### src/rtl/core/ssrsg_pkg.sv
`default_nettype none

package ssrsg_pkg;

  // segment counters and indexes
  localparam int SEG_CNT_W = 5;

  // item kinds carried on in_tuser
  typedef enum logic [1:0] {
    KIND_TICK  = 2'd0,
    KIND_WRITE = 2'd1,
    KIND_START = 2'd2,
    KIND_STOP  = 2'd3
  } kind_e;

  // motion state, one-hot
  typedef enum logic [4:0] {
    MODE_IDLE     = 5'b00001,
    MODE_ACCEL    = 5'b00010,
    MODE_CONSTANT = 5'b00100,
    MODE_CRUISE   = 5'b01000,
    MODE_DECEL    = 5'b10000
  } mode_e;

  // reported motion state codes
  localparam logic [2:0] STATE_IDLE     = 3'd0;
  localparam logic [2:0] STATE_ACCEL    = 3'd1;
  localparam logic [2:0] STATE_CONSTANT = 3'd2;
  localparam logic [2:0] STATE_CRUISE   = 3'd3;
  localparam logic [2:0] STATE_DECEL    = 3'd4;

  // event codes
  localparam logic [1:0] EV_MOVE_DONE = 2'd0;
  localparam logic [1:0] EV_LIMIT     = 2'd1;
  localparam logic [1:0] EV_SPEED     = 2'd2;

  // configuration register indexes (paddr[3:2])
  typedef enum logic [1:0] {
    REG_DIR_REVERSE = 2'd0,
    REG_LIMITS_EN   = 2'd1,
    REG_LIMIT_LOW   = 2'd2,
    REG_LIMIT_HIGH  = 2'd3
  } reg_idx_e;

  // one ramp segment table entry
  typedef struct packed {
    logic [31:0] steps;
    logic [31:0] increment;
    logic [31:0] start_interval;
  } seg_t;

  function automatic logic [2:0] mode_code(input mode_e m);
    logic [2:0] c;
    c = STATE_IDLE;
    unique case (m)
      MODE_IDLE:     c = STATE_IDLE;
      MODE_ACCEL:    c = STATE_ACCEL;
      MODE_CONSTANT: c = STATE_CONSTANT;
      MODE_CRUISE:   c = STATE_CRUISE;
      MODE_DECEL:    c = STATE_DECEL;
      default:       c = STATE_IDLE;
    endcase
    return c;
  endfunction

endpackage

`default_nettype wire

### src/rtl/core/ssrsg_ram.sv
`default_nettype none

module ssrsg_ram #(
  parameter int WIDTH = 96,
  parameter int DEPTH = 16,
  localparam int AW = (DEPTH > 1) ? $clog2(DEPTH) : 1
) (
  input  wire logic             clk,
  input  wire logic             we,
  input  wire logic [AW-1:0]    waddr,
  input  wire logic [WIDTH-1:0] wdata,
  input  wire logic [AW-1:0]    raddr,
  output logic      [WIDTH-1:0] rdata
);

  logic [WIDTH-1:0] mem [DEPTH];

  // read-first: a read at the written address returns the old word
  always_ff @(posedge clk) begin
    if (we) begin
      mem[waddr] <= wdata;
    end
    rdata <= mem[raddr];
  end

endmodule

`default_nettype wire

### src/rtl/core/stepper_segment_ramp_step_generator.sv
// timing: an input transfer is registered in the input register, worked on from there,
//   and its result is held in the result register and offered on out_
// throughput: one item per cycle while out_ is not back-pressured
// reset: synchronous active-low rst_n clears valids, motion state and counters and
//   returns the config registers to their defaults; the segment table holds
//   garbage until written
`default_nettype none

module stepper_segment_ramp_step_generator
  import ssrsg_pkg::*;
#(
  parameter int MAX_SEGMENTS = 16
) (
  input  wire logic         clk,
  input  wire logic         rst_n,
  // input stream
  input  wire logic         in_tvalid,
  output logic              in_tready,
  // slot[3:0], seg_start_interval[35:4], seg_increment[67:36],
  // seg_len[99:68], segment_total[104:100], start_decel[105],
  // move_mode[106], move_target[138:107], cruise_interval[170:139], zero pad
  input  wire logic [175:0] in_tdata,
  // kind[1:0]
  input  wire logic [1:0]   in_tuser,
  // result stream
  output logic              out_tvalid,
  input  wire logic         out_tready,
  // step_pulse[0], position[32:1], next_interval[64:33], motion_state[67:65],
  // event_valid[68], event_code[70:69], zero pad
  output logic [71:0]       out_tdata,
  // configuration port
  input  wire logic         cfg_psel,
  input  wire logic         cfg_penable,
  input  wire logic         cfg_pwrite,
  input  wire logic [3:0]   cfg_paddr,
  input  wire logic [31:0]  cfg_pwdata,
  output logic [31:0]       cfg_prdata,
  output logic              cfg_pready
);

  localparam int AW = (MAX_SEGMENTS > 1) ? $clog2(MAX_SEGMENTS) : 1;
  localparam int SEG_W = $bits(seg_t);

  // ---------------------------------------------------------------------------
  // configuration registers
  // ---------------------------------------------------------------------------
  logic        dir_rev_r;
  logic        lim_en_r;
  logic [31:0] lim_lo_r;
  logic [31:0] lim_hi_r;
  logic        cfg_wr;

  assign cfg_pready = 1'b1;
  assign cfg_wr     = cfg_psel & cfg_penable & cfg_pwrite & cfg_pready;

  always_ff @(posedge clk) begin
    if (!rst_n) begin
      dir_rev_r <= 1'b0;
      lim_en_r  <= 1'b0;
      lim_lo_r  <= 32'h8000_0000;
      lim_hi_r  <= 32'h7fff_ffff;
    end else if (cfg_wr) begin
      unique case (reg_idx_e'(cfg_paddr[3:2]))
        REG_DIR_REVERSE: dir_rev_r <= cfg_pwdata[0];
        REG_LIMITS_EN:   lim_en_r  <= cfg_pwdata[0];
        REG_LIMIT_LOW:   lim_lo_r  <= cfg_pwdata;
        REG_LIMIT_HIGH:  lim_hi_r  <= cfg_pwdata;
        default: ;
      endcase
    end
  end

  always_comb begin
    cfg_prdata = '0;
    unique case (reg_idx_e'(cfg_paddr[3:2]))
      REG_DIR_REVERSE: cfg_prdata = {31'd0, dir_rev_r};
      REG_LIMITS_EN:   cfg_prdata = {31'd0, lim_en_r};
      REG_LIMIT_LOW:   cfg_prdata = lim_lo_r;
      REG_LIMIT_HIGH:  cfg_prdata = lim_hi_r;
      default:         cfg_prdata = '0;
    endcase
  end

  // ---------------------------------------------------------------------------
  // input register and handshake
  // ---------------------------------------------------------------------------
  logic          in_v_r;
  kind_e         kind_r;
  logic [170:0]  in_data_r;
  logic          out_v_r;
  logic [71:0]   out_data_r;
  logic          proc;

  // an item moves into the result register whenever that register is free
  // or being drained; the input register refills in the same cycle
  assign proc      = in_v_r & (~out_v_r | out_tready);
  assign in_tready = ~in_v_r | proc;

  always_ff @(posedge clk) begin
    if (!rst_n) begin
      in_v_r <= 1'b0;
    end else if (in_tready) begin
      in_v_r <= in_tvalid;
    end
  end

  always_ff @(posedge clk) begin
    if (in_tready && in_tvalid) begin
      kind_r    <= kind_e'(in_tuser);
      in_data_r <= in_tdata[170:0];
    end
  end

  // field unpack
  logic [3:0]           f_slot;
  seg_t                 f_seg;
  logic [SEG_CNT_W-1:0] f_total;
  logic                 f_decel;
  logic                 f_move;
  logic [31:0]          f_target;
  logic [31:0]          f_cruise;

  assign f_slot               = in_data_r[3:0];
  assign f_seg.start_interval = in_data_r[35:4];
  assign f_seg.increment      = in_data_r[67:36];
  assign f_seg.steps          = in_data_r[99:68];
  assign f_total              = in_data_r[104:100];
  assign f_decel              = in_data_r[105];
  assign f_move               = in_data_r[106];
  assign f_target             = in_data_r[138:107];
  assign f_cruise             = in_data_r[170:139];

  // ---------------------------------------------------------------------------
  // segment table: ram holds every entry, entry 0 also lives in a shadow
  // register so a start can load it at once. the ram always reads the entry
  // after the current segment, so a chain has it ready; a write to that
  // entry in the previous cycle is forwarded around the read-first ram.
  // ---------------------------------------------------------------------------
  logic                 tbl_we;
  logic [AW-1:0]        rd_addr;
  seg_t                 ram_q;
  seg_t                 seg0_r;
  seg_t                 wr_seg_r;
  logic                 wr_hit_r;
  seg_t                 nxt_seg;
  logic [SEG_CNT_W-1:0] idx_r;
  logic [SEG_CNT_W-1:0] idx_nxt;
  logic [SEG_CNT_W:0]   rd_idx;

  assign tbl_we  = proc && (kind_r == KIND_WRITE) && (32'(f_slot) < MAX_SEGMENTS);
  assign rd_idx  = {1'b0, (proc ? idx_nxt : idx_r)} + 1'b1;
  assign rd_addr = AW'(rd_idx);
  assign nxt_seg = wr_hit_r ? wr_seg_r : ram_q;

  ssrsg_ram #(
    .WIDTH (SEG_W),
    .DEPTH (MAX_SEGMENTS)
  ) u_table (
    .clk   (clk),
    .we    (tbl_we),
    .waddr (AW'(f_slot)),
    .wdata (f_seg),
    .raddr (rd_addr),
    .rdata (ram_q)
  );

  always_ff @(posedge clk) begin
    if (!rst_n) begin
      wr_hit_r <= 1'b0;
    end else begin
      wr_hit_r <= tbl_we && (AW'(f_slot) == rd_addr);
    end
  end

  always_ff @(posedge clk) begin
    wr_seg_r <= f_seg;
    if (tbl_we && f_slot == 4'd0) begin
      seg0_r <= f_seg;
    end
  end

  // ---------------------------------------------------------------------------
  // motion state
  // ---------------------------------------------------------------------------
  logic [31:0]          pos_r,    pos_nxt;
  logic [31:0]          cur_r,    cur_nxt;
  logic [31:0]          inc_r,    inc_nxt;
  logic [31:0]          steps_r,  steps_nxt;
  logic [SEG_CNT_W-1:0] segs_r,   segs_nxt;
  mode_e                mode_r,   mode_nxt;
  logic                 pend_r,   pend_nxt;
  logic [31:0]          tgt_r,    tgt_nxt;
  logic [31:0]          cruise_r, cruise_nxt;

  logic                 pulse;
  logic                 ev_v;
  logic [1:0]           ev_c;
  logic [31:0]          pos_step;
  logic [SEG_CNT_W-1:0] idx_inc;
  logic                 reached;
  logic                 out_lim;
  logic                 total_ok;

  assign pos_step = pos_r + (dir_rev_r ? 32'hffff_ffff : 32'd1);
  assign idx_inc  = idx_r + 1'b1;
  assign reached  = dir_rev_r ? ($signed(pos_step) <= $signed(tgt_r))
                              : ($signed(pos_step) >= $signed(tgt_r));
  assign out_lim  = ($signed(pos_step) <= $signed(lim_lo_r)) ||
                    ($signed(pos_step) >= $signed(lim_hi_r));
  assign total_ok = (f_total != '0) && (32'(f_total) <= MAX_SEGMENTS);

  always_comb begin
    pos_nxt    = pos_r;
    cur_nxt    = cur_r;
    inc_nxt    = inc_r;
    steps_nxt  = steps_r;
    idx_nxt    = idx_r;
    segs_nxt   = segs_r;
    mode_nxt   = mode_r;
    pend_nxt   = pend_r;
    tgt_nxt    = tgt_r;
    cruise_nxt = cruise_r;
    pulse      = 1'b0;
    ev_v       = 1'b0;
    ev_c       = EV_MOVE_DONE;
    case (kind_r)
      KIND_TICK: begin
        // no step while idle or with a zero interval
        if (mode_r != MODE_IDLE && cur_r != '0) begin
          pulse   = 1'b1;
          pos_nxt = pos_step;
          if (pend_r && reached) begin
            pend_nxt = 1'b0;
            mode_nxt = MODE_IDLE;
            cur_nxt  = '0;
            ev_v     = 1'b1;
            ev_c     = EV_MOVE_DONE;
          end else if (lim_en_r && !pend_r && out_lim) begin
            mode_nxt = MODE_IDLE;
            cur_nxt  = '0;
            ev_v     = 1'b1;
            ev_c     = EV_LIMIT;
          end else if (steps_r != '0) begin
            cur_nxt   = cur_r + inc_r;
            steps_nxt = steps_r - 32'd1;
            if (steps_r == 32'd1) begin
              if (idx_inc < segs_r) begin
                // chain into the next segment
                idx_nxt   = idx_inc;
                cur_nxt   = nxt_seg.start_interval;
                inc_nxt   = nxt_seg.increment;
                steps_nxt = nxt_seg.steps;
              end else begin
                // ramp finished
                segs_nxt  = '0;
                idx_nxt   = '0;
                steps_nxt = '0;
                inc_nxt   = '0;
                if (pend_r) begin
                  mode_nxt = MODE_CRUISE;
                  cur_nxt  = cruise_r;
                end else if (mode_r == MODE_DECEL) begin
                  mode_nxt = MODE_IDLE;
                  cur_nxt  = '0;
                end else begin
                  mode_nxt = MODE_CONSTANT;
                  ev_v     = 1'b1;
                  ev_c     = EV_SPEED;
                end
              end
            end
          end
        end
      end
      KIND_WRITE: begin
        // table write only
      end
      KIND_START: begin
        if (total_ok) begin
          segs_nxt   = f_total;
          idx_nxt    = '0;
          cur_nxt    = seg0_r.start_interval;
          inc_nxt    = seg0_r.increment;
          steps_nxt  = seg0_r.steps;
          mode_nxt   = f_decel ? MODE_DECEL : MODE_ACCEL;
          pend_nxt   = f_move;
          tgt_nxt    = f_target;
          cruise_nxt = f_cruise;
        end
      end
      KIND_STOP: begin
        mode_nxt  = MODE_IDLE;
        cur_nxt   = '0;
        steps_nxt = '0;
        segs_nxt  = '0;
        pend_nxt  = 1'b0;
      end
      default: ;
    endcase
  end

  always_ff @(posedge clk) begin
    if (!rst_n) begin
      pos_r    <= '0;
      cur_r    <= '0;
      inc_r    <= '0;
      steps_r  <= '0;
      idx_r    <= '0;
      segs_r   <= '0;
      mode_r   <= MODE_IDLE;
      pend_r   <= 1'b0;
      tgt_r    <= '0;
      cruise_r <= '0;
    end else if (proc) begin
      pos_r    <= pos_nxt;
      cur_r    <= cur_nxt;
      inc_r    <= inc_nxt;
      steps_r  <= steps_nxt;
      idx_r    <= idx_nxt;
      segs_r   <= segs_nxt;
      mode_r   <= mode_nxt;
      pend_r   <= pend_nxt;
      tgt_r    <= tgt_nxt;
      cruise_r <= cruise_nxt;
    end
  end

  // ---------------------------------------------------------------------------
  // result register
  // ---------------------------------------------------------------------------
  always_ff @(posedge clk) begin
    if (!rst_n) begin
      out_v_r <= 1'b0;
    end else if (proc) begin
      out_v_r <= 1'b1;
    end else if (out_tready) begin
      out_v_r <= 1'b0;
    end
  end

  always_ff @(posedge clk) begin
    if (proc) begin
      out_data_r <= {1'b0, ev_c, ev_v, mode_code(mode_nxt), cur_nxt, pos_nxt, pulse};
    end
  end

  assign out_tvalid = out_v_r;
  assign out_tdata  = out_data_r;

  // ---------------------------------------------------------------------------
  // assertions
  // ---------------------------------------------------------------------------
  // an idle axis never keeps a running interval
  a_idle_no_interval: assert property (@(posedge clk) disable iff (!rst_n)
    (mode_r == MODE_IDLE) |-> (cur_r == '0))
    else $error("idle with nonzero interval");

  // no segments in use means no steps left in the ramp
  a_no_segs_no_steps: assert property (@(posedge clk) disable iff (!rst_n)
    (segs_r == '0) |-> (steps_r == '0))
    else $error("steps left with no active segments");

  // the input side only stalls behind a held result
  a_stall_cause: assert property (@(posedge clk) disable iff (!rst_n)
    !in_tready |-> (out_v_r && !out_tready && in_v_r))
    else $error("input stalled without output back-pressure");

  // a processed stop always reports idle and a zero interval
  a_stop_result: assert property (@(posedge clk) disable iff (!rst_n)
    (proc && kind_r == KIND_STOP) |=>
      (out_data_r[67:65] == STATE_IDLE && out_data_r[64:33] == '0 && !out_data_r[68]))
    else $error("stop did not halt");

endmodule

`default_nettype wire
### config.mk
export PLATFORM = sky130hd
export DESIGN_NAME = stepper_segment_ramp_step_generator
export DESIGN_NICKNAME = d
export VERILOG_FILES = /design/src/rtl/core/ssrsg_pkg.sv /design/src/rtl/core/ssrsg_ram.sv /design/src/rtl/core/stepper_segment_ramp_step_generator.sv
export SDC_FILE = /design/constraint.sdc
export NUM_CORES = 2
export LEC_CHECK = 0
export ABC_CLOCK_PERIOD_IN_PS = 10620
export BUFFER_PORTS_ARGS = -buffer_cell sky130_fd_sc_hd__buf_2
export CAP_MARGIN = 20
export CORE_MARGIN = 1.5
export CORE_UTILIZATION = 45
export DETAILED_ROUTE_END_ITERATION = 7
export HOLD_SLACK_MARGIN = 0.12
export PLACE_DENSITY_LB_ADDON = 0.1
export SLEW_MARGIN = 40
export SYNTH_ARGS = -nofsm -noshare
export SYNTH_HDL_FRONTEND = slang
export SYNTH_SLANG_ARGS = --single-unit
### constraint.sdc
create_clock -name clk -period 10.62 [get_ports clk]
set_clock_uncertainty 0.2 [all_clocks]
set_input_delay 1.593 -clock clk [delete_from_list [all_inputs] [get_ports clk]]
set_output_delay 1.593 -clock clk [all_outputs]
set_load 0.03 [all_outputs]
==> reports/qor.csv <==
metric,value,unit
worst slew pin tran,0.888,ns
Initial Utilization,45.4,%
slowest CP cell,dfxtp_1,
kind of critical path,reg -> reg,
final cell count without fillers,8539,
Peak VDD IR,173,uV
Filler cells,16100,
layout cells sized above 1,23.3,%
fin crit period,10.14,ns
Startpoint Class,flop,
status,completed,
Detailed Route WL,243,mm
Skew-Pair Late Insertion Delay,0.87,ns
Min Hold Slack,0.267,ns
mapped cell area,89700,um^2
most frequent cells in the layout,"edfxtp_1 (1780), mux4_2 (481), nand2_1 (478), dfxtp_1 (467), buf_2 (316)",
register bit total from synthesis,2249,
Final setup viols,0,
CTS max path bufs,3,
Synthesis Warnings,0,
Die Wd,449,um
# port buffers,318,
Placer Congestion,0.924,
"most common cell after layout, fill and taps aside",edfxtp_1,
Max Cap Violations,0,
IO Pins,328,
first-pass GRT wire length,350,mm
CTS tree,done,
vias,49400,
Post-DP HPWL,144,mm
vias in the first global route,49500,
"Remaining Overflow, GRT",0,
Synth-to-Final Area Change,14.8,%
Crit. End Element,flop,
wire length per cell,28.5,um
"area leader, netlist",edfxtp_1,
f_max,98.6,MHz
DRT Pass-1 Iters,6,
CTS Sinks,2249,
FP Rows,163,
Cells after Synth,5285,
ys async rst share,0,%
post-route clock period utilization,95.5,%
antenna violations before repair,9,
Core Region,198000,um^2
Routed Antenna Nets,0,
Worst Hold Class,reg -> reg,
number of synthesized flops with an enable pin,1780,
RSZ-0062 raised after global routing,false,
Seq. cell area,62800,um^2
CTS H-tree depth,4,
post-synth cell types,79,
die area,202000,um^2
initial DRC count,4298,
required time of the critical path,11.16,ns
crit path DAT,10.68,ns
Synth Flop Type,edfxtp_1,
largest stage delay on the critical path,0.68,ns
drt drc,0,
Avg Inst Size Synth,17.0,um^2
Layout Nets,6079,
post-CTS setup buffers,0,
gr usage total,23.8,%
Pleak,0.0360,uW
final hold vios,0,
post-synth top area share,59.6,%
clock-pin slew on the worst setup and hold paths,0.06,ns
Synth area leaders,"edfxtp_1 (60%), mux4_2 (12%), dfxtp_1 (10%), ha_1 (2.3%), nand2_1 (2.0%)",
placed insts,8097,
final setup TNS,0,ns
Max-Slew Margin vs Limit,40.8,%
hold_buf cts,0,
vias per inst,5.79,
worst-path maximum fanout,25,
syn_nets,5673,
Power per Cell Area,180,nW/um^2
multi-input logic area,25500,um^2
cts repair resizes,0,
Tot Pwr,18500,uW
TritonCTS buffer count,231,
pin count of the biggest net entering global routing,164,
Root Driver,clkbuf_16,
Pins Over Slew Limit,0,
register area share after synthesis,70.1,%
Die H,449,um
==> area by class of cell <==
| type | count | area share (%) |
|---|---|---|
| repair buffers | 449 | 3.11 |
| well taps | 2640 | 3.21 |
| inverters | 134 | 0.493 |
| multi-input cells | 2626 | 24.8 |
| clock inverters | 93 | 0.905 |
| flip-flops and latches | 2249 | 61.0 |
| diodes | 4 | 0.00972 |
| clock buffers | 344 | 6.45 |
==> synthesized netlist by cell type, drive strengths merged, types with 85 or more instances <==
library cell	count
a21boi	123
a21oi	162
mux2i	116
dfxtp	469
nand2	479
mux4	481
o21ai	106
o211a	85
edfxtp	1780
nor2	151
clkbuf	206
inv	133
ha	165
==> power breakdown <==
part / switching, uW / total [uW] / internal, uW
registers: 159 / 9790 / 9630
logic: 473 / 717 / 244
clock network: 3400 / 8020 / 4610
==> through the flow <==
stage                     setup WS [ns]  utilization, %  cell area, um^2
after floorplan                   0.670               -            89700
after global placement            0.523            48.1            95100
after detailed placement          0.527            48.2            95300
after CTS                         0.488            52.1           103000
after global routing             0.0117            52.1           103000
final                             0.480            52.1           103000
==> critical path: cells and delay by family, from the launching register on <==
| family | cells | cell delay, ns |
|---|---|---|
| flip-flops | 1 | 0.68 |
| AO/OA/AOI/OAI | 12 | 3.80 |
| adder cells (fa/ha/maj) | 3 | 1.13 |
| XOR/XNOR | 2 | 0.67 |
| AND/OR/NAND/NOR | 6 | 2.07 |
| buffers and inverters | 3 | 0.62 |
| multiplexers | 2 | 0.79 |
==> cell families after synthesis <==
logic type	synth area share [%]
compound gates	6.13
xor+xnor	0.985
fa+ha+maj	2.35
buf+inv	1.83
flops	70.1
mux	13.9
other cells	0.00837
simple gates	4.76
==> worst paths after layout <==
check | slack [ns] | end | depth (start not counted) | startpoint
max | 0.48 | u_table.rdata[33]$_DFF_P_ | 28 | dir_rev_r$_SDFFE_PN0P_
min | 0.27 | tgt_r[20]$_SDFFE_PN0P_ | 2 | tgt_r[20]$_SDFFE_PN0P_
max reg2reg | 0.48 | u_table.rdata[33]$_DFF_P_ | 28 | dir_rev_r$_SDFFE_PN0P_
min reg2reg | 0.27 | tgt_r[20]$_SDFFE_PN0P_ | 2 | tgt_r[20]$_SDFFE_PN0P_
==> metal layers <==
metal  routed length [um]  global-route usage [%]  up-vias  part of all wire (%)
met1               105000                    32.9    26000                    43
met5                    8                       0        -                0.0033
li1                     -                       -    21700                     -
met4                 8600                    8.61        2                   3.5
met3                11500                    2.97      358                   4.7
met2               118000                    38.9     1414                    48
==> sequential cells by signal, indices dropped and copies added (netlist names), 32 cells and up <==
register	cells
steps_r	32
cruise_r	32
tgt_r	32
cur_r	32
lim_hi_r	32
inc_r	32
out_tdata	71
lim_lo_r	32
u_table.mem	1460
pos_r	32
wr_seg_r	96
u_table.rdata	96
seg0_r	76
in_data_r	171
Power figures use the tool's default switching activity.
